===== src/rtl/core/bsce_pkg.sv =====
// Shared types, codes and helper functions for the blower serial command engine.
// Depends on nothing; every other file of the block imports it.
`timescale 1ns / 1ps
`default_nettype none

package bsce_pkg;

  // Operation codes of an input item.
  localparam logic [1:0] OP_COMMAND   = 2'd0;
  localparam logic [1:0] OP_RX_BYTE   = 2'd1;
  localparam logic [1:0] OP_END_REPLY = 2'd2;

  // Command codes.
  localparam logic [2:0] CMD_START      = 3'd0;
  localparam logic [2:0] CMD_STOP       = 3'd1;
  localparam logic [2:0] CMD_SET_MODE   = 3'd2;
  localparam logic [2:0] CMD_SET_SPEED  = 3'd3;
  localparam logic [2:0] CMD_READ_MODE  = 3'd4;
  localparam logic [2:0] CMD_READ_SPEED = 3'd5;
  localparam logic [2:0] CMD_READ_FAULT = 3'd6;
  localparam logic [2:0] CMD_READ_RUN   = 3'd7;

  // Reply status codes.
  localparam logic [2:0] ST_OK          = 3'd0;
  localparam logic [2:0] ST_BAD_LENGTH  = 3'd1;
  localparam logic [2:0] ST_BAD_CRC     = 3'd2;
  localparam logic [2:0] ST_UNKNOWN_MOD = 3'd3;
  localparam logic [2:0] ST_NO_REPLY    = 3'd4;

  // Result kinds.
  localparam logic KIND_TX     = 1'b0;
  localparam logic KIND_STATUS = 1'b1;

  // Register indexes of the configuration port.
  localparam logic REG_DEVICE_ADDRESS = 1'b0;
  localparam logic REG_SPEED_CEILING  = 1'b1;

  // Frame constants.
  localparam logic [7:0]  ACK_BYTE        = 8'h20;
  localparam logic [7:0]  MODE_TORQUE     = 8'h55;
  localparam logic [7:0]  MODE_AIRFLOW    = 8'h22;
  localparam logic [7:0]  READ_MODE_ARG   = 8'h05;
  localparam logic [7:0]  READ_SPEED_ARG  = 8'h01;
  localparam logic [15:0] CRC_INIT        = 16'hFFFF;
  localparam logic [15:0] CRC_POLY        = 16'hA001;
  localparam logic [3:0]  COUNT_MAX       = 4'd15;

  // Reset values of the configuration registers.
  localparam logic [7:0]  DEV_ADDR_RESET  = 8'd21;
  localparam logic [15:0] CEILING_RESET   = 16'd3000;

  // Default depth of the job queue between front and back.
  localparam int QUEUE_DEPTH = 4;

  // One unit of work for the back end: either a frame to send or a status to report.
  typedef struct packed {
    logic        is_status;
    logic [2:0]  cmd;
    logic        air;
    logic [7:0]  addr;
    logic [15:0] first;
    logic [15:0] second;
    logic [2:0]  status;
    logic [31:0] value;
  } bsce_job_t;

  // One byte through the Modbus CRC16 (reflected polynomial).
  function automatic logic [15:0] crc16_byte(input logic [15:0] crc, input logic [7:0] b);
    logic [15:0] c;
    c = crc ^ {8'h00, b};
    for (int i = 0; i < 8; i++) begin
      c = c[0] ? ((c >> 1) ^ CRC_POLY) : (c >> 1);
    end
    return c;
  endfunction

  function automatic logic [7:0] func_code(input logic [2:0] cmd);
    logic [7:0] f;
    unique case (cmd)
      CMD_START:      f = 8'h41;
      CMD_STOP:       f = 8'h42;
      CMD_SET_MODE:   f = 8'h38;
      CMD_SET_SPEED:  f = 8'h44;
      CMD_READ_MODE:  f = 8'h3A;
      CMD_READ_SPEED: f = 8'h45;
      CMD_READ_FAULT: f = 8'h50;
      default:        f = 8'h59;
    endcase
    return f;
  endfunction

  // Number of bytes a well-formed reply to each command has.
  function automatic logic [3:0] expect_len(input logic [2:0] cmd);
    logic [3:0] n;
    unique case (cmd)
      CMD_START:      n = 4'd5;
      CMD_STOP:       n = 4'd5;
      CMD_SET_MODE:   n = 4'd10;
      CMD_SET_SPEED:  n = 4'd8;
      CMD_READ_MODE:  n = 4'd11;
      CMD_READ_SPEED: n = 4'd8;
      CMD_READ_FAULT: n = 4'd7;
      default:        n = 4'd9;
    endcase
    return n;
  endfunction

endpackage

`default_nettype wire


===== src/rtl/core/blower_serial_command_engine.sv =====
// A result passes through the job queue and then the back end's output register to the outputs.
// Throughput: one input item per cycle while the job queue (four entries by default) has room;
// the back end sends one result per cycle while results are taken, one result per byte of a
// command frame of 5 to 10 bytes. Reply-byte items produce no result and never reach the queue.
// Reset: rst_n is synchronous and active low; it empties the queue and output register,
// ends any open exchange and sets device_address to 21 and speed_ceiling to 3000.
`timescale 1ns / 1ps
`default_nettype none

module blower_serial_command_engine #(
  parameter int QUEUE_DEPTH = bsce_pkg::QUEUE_DEPTH
) (
  input  wire logic        clk,
  input  wire logic        rst_n,
  // Input channel: a transfer happens when push is high and full is low.
  input  wire logic        push,
  output logic             full,
  input  wire logic [1:0]  in_operation,
  input  wire logic [2:0]  in_command,
  input  wire logic        in_airflow_mode,
  input  wire logic [15:0] in_first_value,
  input  wire logic [15:0] in_second_value,
  input  wire logic [7:0]  in_rx_byte,
  // Result channel: a transfer happens when pop is high and empty is low.
  output logic             empty,
  input  wire logic        pop,
  output logic             out_result_kind,
  output logic [7:0]       out_tx_byte,
  output logic             out_tx_last,
  output logic [2:0]       out_status,
  output logic [31:0]      out_reply_value,
  output logic [2:0]       out_reply_command,
  // Configuration port.
  input  wire logic        psel,
  input  wire logic        penable,
  input  wire logic        pwrite,
  input  wire logic [2:0]  paddr,
  input  wire logic [31:0] pwdata,
  output logic [31:0]      prdata,
  output logic             pready
);
  import bsce_pkg::*;

  logic        in_xfer;
  logic        out_xfer;
  logic        cfg_write;
  logic [7:0]  dev_addr_r;
  logic [15:0] ceiling_r;

  bsce_job_t   front_job;
  logic        front_push;
  bsce_job_t   back_job;
  logic        q_full;
  logic        q_empty;
  logic        back_pop;
  logic        back_valid;

  // The front end never stalls on its own; only a full job queue holds back a transfer.
  assign full     = q_full;
  assign in_xfer  = push && !q_full;
  assign empty    = !back_valid;
  assign out_xfer = pop && back_valid;

  // Configuration registers sit at byte addresses 0 and 4; the port never waits.
  assign pready    = 1'b1;
  assign cfg_write = psel && penable && pwrite && pready;

  always_ff @(posedge clk) begin
    if (!rst_n) begin
      dev_addr_r <= DEV_ADDR_RESET;
      ceiling_r  <= CEILING_RESET;
    end else if (cfg_write) begin
      if (paddr[2] == REG_DEVICE_ADDRESS) begin
        dev_addr_r <= pwdata[7:0];
      end else begin
        ceiling_r <= pwdata[15:0];
      end
    end
  end

  assign prdata = (paddr[2] == REG_SPEED_CEILING) ? {16'h0000, ceiling_r}
                                                  : {24'h000000, dev_addr_r};

  // Front end: keeps the exchange state (reply count, reply CRC, field bytes) and turns each
  // command item, and each end-of-reply item while an exchange is open, into one job.
  bsce_front u_front (
    .clk            (clk),
    .rst_n          (rst_n),
    .accept         (in_xfer),
    .operation      (in_operation),
    .command        (in_command),
    .airflow_mode   (in_airflow_mode),
    .first_value    (in_first_value),
    .second_value   (in_second_value),
    .rx_byte        (in_rx_byte),
    .device_address (dev_addr_r),
    .speed_ceiling  (ceiling_r),
    .job            (front_job),
    .job_push       (front_push)
  );

  // Job queue decouples item intake from frame serialization.
  bsce_queue #(
    .DEPTH (QUEUE_DEPTH)
  ) u_queue (
    .clk     (clk),
    .rst_n   (rst_n),
    .wr_en   (front_push),
    .wr_data (front_job),
    .full    (q_full),
    .rd_en   (back_pop),
    .rd_data (back_job),
    .empty   (q_empty)
  );

  // Back end: expands a frame job into bytes with the CRC appended low byte first, or
  // forwards a status job, one result per cycle while its output register is free or taken.
  bsce_back u_back (
    .clk               (clk),
    .rst_n             (rst_n),
    .job               (back_job),
    .job_valid         (!q_empty),
    .job_pop           (back_pop),
    .out_take          (out_xfer),
    .out_valid         (back_valid),
    .out_result_kind   (out_result_kind),
    .out_tx_byte       (out_tx_byte),
    .out_tx_last       (out_tx_last),
    .out_status        (out_status),
    .out_reply_value   (out_reply_value),
    .out_reply_command (out_reply_command)
  );

endmodule

`default_nettype wire


===== src/rtl/core/bsce_front.sv =====
// Front end: takes input items, tracks the reply exchange and queues jobs.
// Depends on bsce_pkg.
`timescale 1ns / 1ps
`default_nettype none

module bsce_front (
  input  wire logic                clk,
  input  wire logic                rst_n,
  input  wire logic                accept,
  input  wire logic [1:0]          operation,
  input  wire logic [2:0]          command,
  input  wire logic                airflow_mode,
  input  wire logic [15:0]         first_value,
  input  wire logic [15:0]         second_value,
  input  wire logic [7:0]          rx_byte,
  input  wire logic [7:0]          device_address,
  input  wire logic [15:0]         speed_ceiling,
  output bsce_pkg::bsce_job_t      job,
  output logic                     job_push
);
  import bsce_pkg::*;

  logic [2:0]  pend_cmd_r, pend_cmd_nxt;
  logic        pend_air_r, pend_air_nxt;
  logic        awaiting_r, awaiting_nxt;
  logic [3:0]  count_r, count_nxt;
  logic [15:0] crc_r, crc_nxt;
  logic        stored_air_r, stored_air_nxt;
  logic [7:0]  field_r [4];
  logic        field_we;
  logic [1:0]  field_idx;

  logic [2:0]  reply_status;
  logic [31:0] reply_value;
  logic [15:0] speed;

  // Field bytes are reply bytes three to six.
  assign field_idx = count_r[1:0] - 2'd3;
  assign speed     = {field_r[2], field_r[1]};

  always_comb begin
    reply_status = ST_OK;
    reply_value  = '0;
    if (count_r == 4'd0) begin
      reply_status = ST_NO_REPLY;
    end else if (count_r != expect_len(pend_cmd_r)) begin
      reply_status = ST_BAD_LENGTH;
    end else if (crc_r != 16'h0000) begin
      reply_status = ST_BAD_CRC;
    end else begin
      unique case (pend_cmd_r)
        CMD_READ_MODE: begin
          if (field_r[1] == MODE_AIRFLOW) begin
            reply_value = 32'd1;
          end else if (field_r[1] != MODE_TORQUE) begin
            reply_status = ST_UNKNOWN_MOD;
          end
        end
        CMD_READ_SPEED: begin
          reply_value = (speed > speed_ceiling) ? 32'd0 : {16'h0000, speed};
        end
        CMD_READ_FAULT: reply_value = {16'h0000, field_r[1], field_r[0]};
        CMD_READ_RUN:   reply_value = {field_r[3], field_r[2], field_r[1], field_r[0]};
        default:        reply_value = '0;
      endcase
    end
  end

  always_comb begin
    pend_cmd_nxt   = pend_cmd_r;
    pend_air_nxt   = pend_air_r;
    awaiting_nxt   = awaiting_r;
    count_nxt      = count_r;
    crc_nxt        = crc_r;
    stored_air_nxt = stored_air_r;
    field_we       = 1'b0;
    job_push       = 1'b0;
    job            = '0;
    if (accept) begin
      unique case (operation)
        OP_COMMAND: begin
          job.is_status = 1'b0;
          job.cmd       = command;
          job.air       = (command == CMD_SET_MODE) ? airflow_mode : stored_air_r;
          job.addr      = device_address;
          job.first     = first_value;
          job.second    = second_value;
          job_push      = 1'b1;
          pend_cmd_nxt  = command;
          pend_air_nxt  = airflow_mode;
          awaiting_nxt  = 1'b1;
          count_nxt     = '0;
          crc_nxt       = CRC_INIT;
        end
        OP_RX_BYTE: begin
          if (awaiting_r) begin
            field_we = (count_r >= 4'd3) && (count_r <= 4'd6);
            crc_nxt  = crc16_byte(crc_r, rx_byte);
            if (count_r != COUNT_MAX) begin
              count_nxt = count_r + 4'd1;
            end
          end
        end
        OP_END_REPLY: begin
          if (awaiting_r) begin
            job.is_status = 1'b1;
            job.cmd       = pend_cmd_r;
            job.status    = reply_status;
            job.value     = (reply_status == ST_OK) ? reply_value : 32'd0;
            job_push      = 1'b1;
            awaiting_nxt  = 1'b0;
            count_nxt     = '0;
            crc_nxt       = CRC_INIT;
            if (reply_status == ST_OK && pend_cmd_r == CMD_SET_MODE) begin
              stored_air_nxt = pend_air_r;
            end
          end
        end
        default: ;
      endcase
    end
  end

  always_ff @(posedge clk) begin
    if (!rst_n) begin
      pend_cmd_r   <= '0;
      pend_air_r   <= 1'b0;
      awaiting_r   <= 1'b0;
      count_r      <= '0;
      crc_r        <= CRC_INIT;
      stored_air_r <= 1'b0;
    end else begin
      pend_cmd_r   <= pend_cmd_nxt;
      pend_air_r   <= pend_air_nxt;
      awaiting_r   <= awaiting_nxt;
      count_r      <= count_nxt;
      crc_r        <= crc_nxt;
      stored_air_r <= stored_air_nxt;
    end
  end

  always_ff @(posedge clk) begin
    if (field_we) begin
      field_r[field_idx] <= rx_byte;
    end
  end

endmodule

`default_nettype wire


===== src/rtl/core/bsce_queue.sv =====
// Short job queue between the front and back ends of the engine.
// Depends on bsce_pkg for the job type.
`timescale 1ns / 1ps
`default_nettype none

module bsce_queue #(
  parameter int DEPTH = bsce_pkg::QUEUE_DEPTH
) (
  input  wire logic                clk,
  input  wire logic                rst_n,
  input  wire logic                wr_en,
  input  wire bsce_pkg::bsce_job_t wr_data,
  output logic                     full,
  input  wire logic                rd_en,
  output bsce_pkg::bsce_job_t      rd_data,
  output logic                     empty
);
  import bsce_pkg::*;

  localparam int PTR_W = (DEPTH > 1) ? $clog2(DEPTH) : 1;
  localparam int CNT_W = $clog2(DEPTH + 1);

  bsce_job_t         slot_r [DEPTH];
  logic [PTR_W-1:0]  wr_ptr_r, wr_ptr_nxt;
  logic [PTR_W-1:0]  rd_ptr_r, rd_ptr_nxt;
  logic [CNT_W-1:0]  count_r, count_nxt;

  assign full    = (count_r == CNT_W'(DEPTH));
  assign empty   = (count_r == '0);
  assign rd_data = slot_r[rd_ptr_r];

  always_comb begin
    wr_ptr_nxt = wr_ptr_r;
    rd_ptr_nxt = rd_ptr_r;
    count_nxt  = count_r;
    if (wr_en) begin
      wr_ptr_nxt = (wr_ptr_r == PTR_W'(DEPTH - 1)) ? '0 : wr_ptr_r + 1'b1;
    end
    if (rd_en) begin
      rd_ptr_nxt = (rd_ptr_r == PTR_W'(DEPTH - 1)) ? '0 : rd_ptr_r + 1'b1;
    end
    if (wr_en && !rd_en) begin
      count_nxt = count_r + 1'b1;
    end else if (rd_en && !wr_en) begin
      count_nxt = count_r - 1'b1;
    end
  end

  always_ff @(posedge clk) begin
    if (!rst_n) begin
      wr_ptr_r <= '0;
      rd_ptr_r <= '0;
      count_r  <= '0;
    end else begin
      wr_ptr_r <= wr_ptr_nxt;
      rd_ptr_r <= rd_ptr_nxt;
      count_r  <= count_nxt;
    end
  end

  always_ff @(posedge clk) begin
    if (wr_en) begin
      slot_r[wr_ptr_r] <= wr_data;
    end
  end

  a_no_overflow: assert property (@(posedge clk) disable iff (!rst_n)
    !(wr_en && full)) else $error("job queue written while full");

  a_no_underflow: assert property (@(posedge clk) disable iff (!rst_n)
    !(rd_en && empty)) else $error("job queue read while empty");

endmodule

`default_nettype wire


===== src/rtl/core/bsce_back.sv =====
// Back end: turns queued jobs into frame bytes with a running CRC, or a status result,
// and holds each result in an output register. Depends on bsce_pkg.
`timescale 1ns / 1ps
`default_nettype none

module bsce_back (
  input  wire logic                clk,
  input  wire logic                rst_n,
  input  wire bsce_pkg::bsce_job_t job,
  input  wire logic                job_valid,
  output logic                     job_pop,
  input  wire logic                out_take,
  output logic                     out_valid,
  output logic                     out_result_kind,
  output logic [7:0]               out_tx_byte,
  output logic                     out_tx_last,
  output logic [2:0]               out_status,
  output logic [31:0]              out_reply_value,
  output logic [2:0]               out_reply_command
);
  import bsce_pkg::*;

  logic [3:0]  idx_r, idx_nxt;
  logic [15:0] crc_r, crc_nxt;
  logic        valid_r, valid_nxt;
  logic        kind_r;
  logic [7:0]  byte_r;
  logic        last_r;
  logic [2:0]  status_r;
  logic [31:0] value_r;
  logic [2:0]  cmd_r;

  logic        load;
  logic [3:0]  data_len;
  logic [7:0]  mode_byte;
  logic [7:0]  data_byte;
  logic [7:0]  tx_byte;
  logic        is_data;
  logic        is_last;

  assign load      = job_valid && (!valid_r || out_take);
  assign mode_byte = job.air ? MODE_AIRFLOW : MODE_TORQUE;

  always_comb begin
    unique case (job.cmd)
      CMD_SET_MODE:   data_len = 4'd8;
      CMD_SET_SPEED:  data_len = 4'd6;
      CMD_READ_MODE:  data_len = 4'd4;
      CMD_READ_SPEED: data_len = 4'd4;
      default:        data_len = 4'd3;
    endcase
  end

  always_comb begin
    priority case (idx_r)
      4'd0: data_byte = job.addr;
      4'd1: data_byte = func_code(job.cmd);
      4'd2: data_byte = ACK_BYTE;
      4'd3: begin
        if (job.cmd == CMD_SET_MODE || job.cmd == CMD_SET_SPEED) begin
          data_byte = mode_byte;
        end else if (job.cmd == CMD_READ_MODE) begin
          data_byte = READ_MODE_ARG;
        end else begin
          data_byte = READ_SPEED_ARG;
        end
      end
      4'd4:    data_byte = job.first[7:0];
      4'd5:    data_byte = job.first[15:8];
      4'd6:    data_byte = job.second[7:0];
      default: data_byte = job.second[15:8];
    endcase
  end

  assign is_data = (idx_r < data_len);
  assign is_last = (idx_r == data_len + 4'd1);

  always_comb begin
    if (is_data) begin
      tx_byte = data_byte;
    end else if (idx_r == data_len) begin
      tx_byte = crc_r[7:0];
    end else begin
      tx_byte = crc_r[15:8];
    end
  end

  always_comb begin
    idx_nxt   = idx_r;
    crc_nxt   = crc_r;
    job_pop   = 1'b0;
    valid_nxt = valid_r;
    if (out_take) begin
      valid_nxt = 1'b0;
    end
    if (load) begin
      valid_nxt = 1'b1;
      if (job.is_status) begin
        job_pop = 1'b1;
      end else if (is_last) begin
        job_pop = 1'b1;
        idx_nxt = '0;
        crc_nxt = CRC_INIT;
      end else begin
        idx_nxt = idx_r + 4'd1;
        if (is_data) begin
          crc_nxt = crc16_byte(crc_r, data_byte);
        end
      end
    end
  end

  always_ff @(posedge clk) begin
    if (!rst_n) begin
      idx_r   <= '0;
      crc_r   <= CRC_INIT;
      valid_r <= 1'b0;
    end else begin
      idx_r   <= idx_nxt;
      crc_r   <= crc_nxt;
      valid_r <= valid_nxt;
    end
  end

  always_ff @(posedge clk) begin
    if (load) begin
      kind_r   <= job.is_status ? KIND_STATUS : KIND_TX;
      byte_r   <= job.is_status ? 8'h00 : tx_byte;
      last_r   <= job.is_status ? 1'b0 : is_last;
      status_r <= job.is_status ? job.status : ST_OK;
      value_r  <= job.is_status ? job.value : 32'd0;
      cmd_r    <= job.cmd;
    end
  end

  assign out_valid         = valid_r;
  assign out_result_kind   = kind_r;
  assign out_tx_byte       = byte_r;
  assign out_tx_last       = last_r;
  assign out_status        = status_r;
  assign out_reply_value   = value_r;
  assign out_reply_command = cmd_r;

  a_idx_in_frame: assert property (@(posedge clk) disable iff (!rst_n)
    idx_r <= 4'd9) else $error("frame byte index past the longest frame");

  a_frame_end_rewinds: assert property (@(posedge clk) disable iff (!rst_n)
    (load && !job.is_status && is_last) |=> (idx_r == 4'd0 && crc_r == CRC_INIT))
    else $error("frame serializer not rewound after last byte");

endmodule

`default_nettype wire

===== config.mk =====
export PLATFORM = sky130hd
export DESIGN_NAME = blower_serial_command_engine
export DESIGN_NICKNAME = d
export VERILOG_FILES = /design/src/rtl/core/bsce_pkg.sv /design/src/rtl/core/blower_serial_command_engine.sv /design/src/rtl/core/bsce_front.sv /design/src/rtl/core/bsce_queue.sv /design/src/rtl/core/bsce_back.sv
export SDC_FILE = /design/constraint.sdc
export NUM_CORES = 1
export LEC_CHECK = 0
export ABC_AREA = 1
export BUFFER_PORTS_ARGS = -buffer_cell sky130_fd_sc_hd__buf_2
export CAP_MARGIN = 15
export CORE_ASPECT_RATIO = 2
export CORE_MARGIN = 2
export CORE_UTILIZATION = 30
export CTS_CLUSTER_DIAMETER = 150
export DETAILED_ROUTE_END_ITERATION = 6
export GPL_TIMING_DRIVEN = 0
export PLACE_DENSITY_LB_ADDON = 0.1
export SLEW_MARGIN = 10
export SYNTH_ARGS = -nofsm -noshare
export SYNTH_HDL_FRONTEND = slang
export SYNTH_SLANG_ARGS = --single-unit
export TNS_END_PERCENT = 100

===== constraint.sdc =====
create_clock -name clk -period 6.2 [get_ports clk]
set_input_delay 0 -clock clk [delete_from_list [all_inputs] [get_ports clk]]
set_output_delay 0 -clock clk [all_outputs]
set_load 0.005 [all_outputs]

==> Word level (Yosys, flattened, before mapping) <==
Memories as Yosys holds them, arrays and structs flattened. A register that Yosys moved wholly into a read port is not among the register bits.
Index checks and enable logic that the tools add are counted.
{ "word_totals": {"in_bits": 88, "n_memories": 2, "ramBits": 352, "elab_cells": 209, "output_inout_bits": 83, "regBits": 126} }
{ "classes": {"order_cmp": 4, "n_addsub": 8, "eq_ne": 34, "bitwise_logic": 20, "reduce_logical": 41, "n_mux": 80} }
{ "memory_table": {"columns": ["memory", "words", "word_bits", "rd", "rd_ports_with_merged_regs", "write_ports", "line", "text"], "rows": [
  ["u_queue.slot_r", 4, 80, 1, 1, 1, "bsce_queue.sv:23", "bsce_job_t slot_r [DEPTH];"],
  ["u_front.field_r", 4, 8, 4, 0, 1, "bsce_front.sv:29", "logic [7:0] field_r [4];"]
]} }
{ "ops": {"columns": ["cell", "count"], "rows": [
  ["16-bit two-way mux", 22],
  ["32-bit two-way mux", 4],
  ["32-bit one-hot mux with 4 select lines", 1],
  ["80-bit two-way mux", 1],
  ["35-bit two-way mux", 2],
  ["8-bit one-hot mux with 7 select lines", 1],
  ["7-bit one-hot mux with 7 select lines", 1],
  ["2-bit NOT with 3-bit output", 16],
  ["16-bit one-hot mux with 3 select lines", 1],
  ["41-bit two-way mux", 1],
  ["16-bit by 8-bit XOR with 16-bit output", 2],
  ["3-bit == test, second input constant", 8],
  ["3-bit two-way mux", 8],
  ["4-bit two-way mux", 6],
  ["8-bit two-way mux", 3],
  ["4-bit one-hot mux with 3 select lines", 2],
  ["4-bit one-hot mux with 5 select lines", 1],
  ["1-bit two-way mux", 17],
  ["16-bit > comparator", 1],
  ["16-bit nonzero test", 1],
  ["3-bit by 2-bit == test with 1-bit output, second input constant", 5],
  ["4-bit by 1-bit adder with 4-bit output, second input constant", 3],
  ["4-bit by 3-bit == test with 1-bit output, second input constant", 3],
  ["3-bit logical NOT", 4],
  ["35 further kinds", 73]
]} }

==> Depth between registers and ports, before layout <==
{ "depth": {"word_depth": 23, "ltp_mapped": 27, "depth_no_buf": 25} }

==> By module <==
From an unflattened synthesis, not the netlist that was laid out.
{ "hier_totals": {"cells_unflattened": 2136, "hier_area_um2": 21687.0} }
{ "by_module_without_submodules": {"columns": ["mod", "area_each_um2", "seq_area_each_um2", "cells_per_inst", "instances"], "rows": [
  ["bsce_queue", 12280.5, 9789.4, 833, 1],
  ["bsce_front", 4056.4, 1481.4, 599, 1],
  ["bsce_back", 4022.6, 1861.8, 500, 1],
  ["blower_serial_command_engine", 1327.5, 480.5, 204, 1]
]} }

==> Least setup slack after synthesis <==
OpenSTA, ideal clock, no wires.
{ "synth_timing": {"path_kind": "register -> register", "startpoint": "register u_queue.count_r[0]", "endpoint": "memory u_queue.slot_r[0][0] (netlist bit), enable pin", "slack_ns": 1.232, "period_less_slack_ns": 4.968, "stages_incl_launch_ff": 7, "required_time_ns": 5.681, "arrival_ns": 4.449, "setup_ns": 0.519, "n_path_buf": 0, "cell_sequence": "dfxtp_1 nor3_1 nor2_1 inv_1 a21oi_1 clkinv_1 nor2_1"} }
{ "synth_via": {"elab_chain_len": 6} }
{ "synth_rtl": {"columns": ["element", "line", "text"], "rows": [
  ["from (decl)", "bsce_queue.sv:26", "logic [CNT_W-1:0] count_r, count_nxt;"],
  ["from (signal assigned)", "bsce_queue.sv:57", "count_r <= count_nxt;"],
  ["3-bit == test", "bsce_queue.sv:28", "assign full = (count_r == CNT_W'(DEPTH));"],
  ["net full", "blower_serial_command_engine.sv:17", "output logic full,"],
  ["1-bit logical NOT", "blower_serial_command_engine.sv:60", "assign in_xfer = push && !q_full;"],
  ["1-bit logical AND", "blower_serial_command_engine.sv:60", null],
  ["1-bit two-way mux", "bsce_front.sv:79", "if (accept) begin"],
  ["net front_push", "blower_serial_command_engine.sv:51", "logic front_push;"],
  ["1-bit two-way mux", "bsce_queue.sv:62", "if (wr_en) begin"],
  ["1-bit two-way mux (implied by the code)", "bsce_queue.sv:63", "slot_r[wr_ptr_r] <= wr_data;"],
  ["to (decl)", "bsce_queue.sv:23", null]
]} }
The timed path passes the listed nets, and every way through them passes these cells.

==> summary.md <==
| Metric | Value |
|---|---|
| Status | `completed` |
| Sequential power share | `40.8%` |
| Synth area leaders | `edfxtp_1 (57%), dfxtp_1 (7.5%), nand2_1 (6.0%), o21ai_0 (4.9%), nor2_1 (4.9%)` |
| Layout cells sized above 1 | `14.17%` |
| WP data required | `6.67 ns` |
| Setup Crit Path Kind | `reg -> reg` |
| Startpoint Class | `register` |
| Nets@finish | `2451` |
| Initial antenna violation count | `0` |
| Vias in the first global route | `14940` |
| Tcrit/Tclk final | `65.79%` |
| Register area share after synthesis | `64.09%` |
| Pin count of the biggest net entering global routing | `30` |
| I/O pin count | `171` |
| Htree depth | `2` |
| Synth cell types | `52` |
| Initial Util | `30.15%` |
| Root cell of the clock tree | `clkbuf_16` |
| Worst EP arrival | `4.55 ns` |
| XOR/XNOR share of the synthesized area | `1.137%` |
| Top FF cell, synth | `edfxtp_1` |
| Number of diodes | `0` |
| Drt total wl | `60490 µm` |
| Yosys top cell by area | `edfxtp_1` |
| Antenna-violating nets left | `0` |
| Fmax achieved | `245.2 MHz` |
| Top-area cell type share of the netlist area | `56.55%` |
| Worst setup EP type | `register` |
| Clk pwr share | `30.0%` |
| Proportion of synthesized area in mux cells | `0%` |
| Port Buffers | `134` |
| Place WS | `2.027 ns` |
| Tmin final | `4.079 ns` |
| Peak VDD IR | `0.2095 mV` |
| Crit path max fanout | `10` |
| Final GP Congestion | `0.8154` |
| Simple-gate share of the synthesized area | `15.44%` |
| Initial DRC count | `896` |
| Switching part of the total power | `33.60%` |
| P_int | `6.408 mW` |
| Power Density | `373.8 mW/mm²` |
| Max incr delay on CP | `0.64 ns` |
| Worst-Skew Late Latency | `0.59 ns` |
| Die Ht | `380.3 µm` |
| Mapped Area | `0.02124 mm²` |
| PnR Total Power | `9.651 mW` |
| Synth warn | `0` |
| Ys async rst share | `0%` |
| #FFs+latches synth | `480` |
| Final setup fails | `0` |
| Wirelength per Cell | `18.48 µm` |
| Most numerous cell in the Yosys netlist | `edfxtp_1` |
| Core Box Area | `0.07045 mm²` |
| Layout Cells excl Fill | `3274` |
| RSZ-0062 raised after global routing | `no` |
| Final core occ | `36.65%` |
| Number of max-slew violations in the final report | `0` |
| Clk slew on worst S/H paths | `0.07 ns` |
| Fin Setup TNS | `0 ns` |
| DP HPWL | `42330 µm` |
| Layout area overhead | `21.54%` |
| NetSw | `3.242 mW` |
| DRC | `0` |
| Placed cell count | `3111` |
| Total grt overflow | `0` |
| Crit-path leading delay family | `buffers and inverters` |
| Largest family of logic cells by synthesized area | `simple AND/OR/NAND/NOR gates` |
| Synthesized area per cell | `10.43 µm²` |
| Crit-path slowest cell | `clkbuf_1` |
| Cells after Synth | `2036` |
| Global-route wire length before repair | `91820 µm` |
| Cell Chain, Critical Path | `inv_2 -> buf_2 -> buf_2 -> clkbuf_1 -> a32oi_2 -> buf_4 -> inv_2 -> a21oi_1 -> inv_1 -> ha_1 -> inv_1 -> fa_1 -> a21oi_1 -> o21ai_0 -> o21ai_0 -> a21oi_1` |
| Clk buf depth | `3` |
| Via count of the routed design | `15210` |
| Min-Delay Path Class | `in -> reg` |
| Setup ws final | `2.121 ns` |
| Drt via density | `4.645` |
| Slew margin rel. | `19.95%` |
| Post-synth EDFFs | `400` |
| Multi-input logic area | `0.006444 mm²` |
| Die X | `192.2 µm` |
| WP buf/inv | `8` |
| Combinational power share | `29.2%` |
| Top cell types by occurrence after synthesis | `edfxtp_1 (400), nand2_1 (341), nor2_1 (279), o21ai_0 (210), inv_1 (162)` |
| TritonCTS buffer count | `47` |
| TritonCTS clock tree | `done` |
| Final hold vios | `0` |
| Layout fillers | `7114` |
| Final Skew | `0.01598 ns` |
| Lkg Pwr | `10.14 nW` |
| Die footprint | `0.07307 mm²` |
| Clock sinks | `480` |
| GRT Util Overall | `16.61%` |
| Worst slew pin tran | `1.196 ns` |
| Register Area | `0.01361 mm²` |
| Cell repeated most along the worst path | `a21oi_1` |
| Synth Area in Adders | `2.274%` |
| DRT Pass-1 Iters | `5` |
| Compound-gate portion of the synthesized area | `10.99%` |
| # rows | `138` |
| Max-cap viol count | `0` |
[final timing paths]
| check | start | to | slack (ns) | cells past startpoint |
|---|---|---|---|---|
| max | register | u_queue.count_r[2] | 2.12 | 16 |
| min | psel | ceiling_r[2] | 0.06 | 4 |
| max reg2reg | register | u_queue.count_r[2] | 2.12 | 16 |
| min reg2reg | u_front.stored_air_r | u_front.stored_air_r | 0.48 | 2 |
[stage by stage]
stage	hold slack [ns]	cell area, µm²
final	0.05603	25820
after global routing	0.09086	25820
after CTS	0.03258	25820
after detailed placement	0.2384	23510
after global placement	0.2269	23110
after floorplan	0.09887	21300
[flip-flops by register name, summed over array words and instances (netlist names), 4 cells and up, named ones only]
signal	cells
u_front.count_r	4
u_back.out_tx_byte	8
u_back.idx_r	4
dev_addr_r	8
u_queue.slot_r	320
u_back.out_reply_value	32
u_back.crc_r	16
u_front.field_r	32
u_front.crc_r	16
ceiling_r	16
[placed cells by master (no fill, tap or decap), types with 14 or more instances in the layout]
master / instances
o22ai_1: 44
buf_6: 14
buf_4: 22
nand2_1: 341
a21oi_1: 104
o21ai_1: 25
clkbuf_16: 48
clkbuf_1: 65
o21ai_0: 210
buf_2: 143
edfxtp_1: 400
conb_1: 17
nand2_2: 23
ha_1: 37
dlygate4sd3_1: 75
o221ai_1: 15
nor2_1: 274
dfxtp_1: 80
nand3_1: 94
inv_1: 162
[metal layers]
layer / share of wire [%] / up-vias / GRT usage (%)
met5: 0 / - / 0
met4: 2.0 / 0 / 4.001
met3: 4.2 / 68 / 2.038
met2: 47 / 355 / 27.17
met1: 46 / 7227 / 23.32
li1: - / 7557 / -
[logic make-up (layout without fill, tap and decap cells)]
| logic type | Yosys count | in the layout |
|---|---|---|
| fa+ha+maj | 38 | 38 |
| compound gates | 424 | 424 |
| buf+inv | 285 | 598 |
| xor+xnor | 25 | 25 |
| flops | 480 | 480 |
| simple gates | 782 | 782 |
| other cells | 2 | 17 |
[cell type report]
class | instances | share of cell area, %
repair buffers | 225 | 6.892
clock inverters | 26 | 0.9112
well taps | 910 | 4.410
flip-flops and latches | 480 | 52.73
plain buffers | 109 | 2.399
clock buffers | 62 | 5.128
inverters | 176 | 2.569
multi-input cells | 1286 | 24.96
[worst reg2reg max path, cell delays in order (launching register included)]
cell      delay, ns
dfxtp_1        0.40
inv_2          0.21
buf_2          0.32
buf_2          0.33
clkbuf_1       0.64
a32oi_2        0.29
buf_4          0.26
inv_2          0.19
a21oi_1        0.16
inv_1          0.10
ha_1           0.14
inv_1          0.06
fa_1           0.38
a21oi_1        0.15
o21ai_0        0.13
o21ai_0        0.16
a21oi_1        0.05
[power by group through the flow]
stage          combinational, mW  sequential (mW)  clock [mW]
2_1_floorplan               1.79             4.04           0
3_3_place_gp                2.77             4.05           0
3_5_place_dp                2.82             4.01           0
4_1_cts                     2.86             3.94        2.99
5_1_grt                     3.19             3.97        3.09
6_report                    2.82             3.94        2.90
[timing repair]
| action | CTS | global route |
|---|---|---|
| setup buffers | 0 | 0 |
| endpoints found under the setup margin | 0 | 0 |
| resized for setup | 0 | 0 |
| hold buffers | 75 | 0 |
| hold endpoints to repair | 223 | 0 |
(Power assumes the default switching activity.)
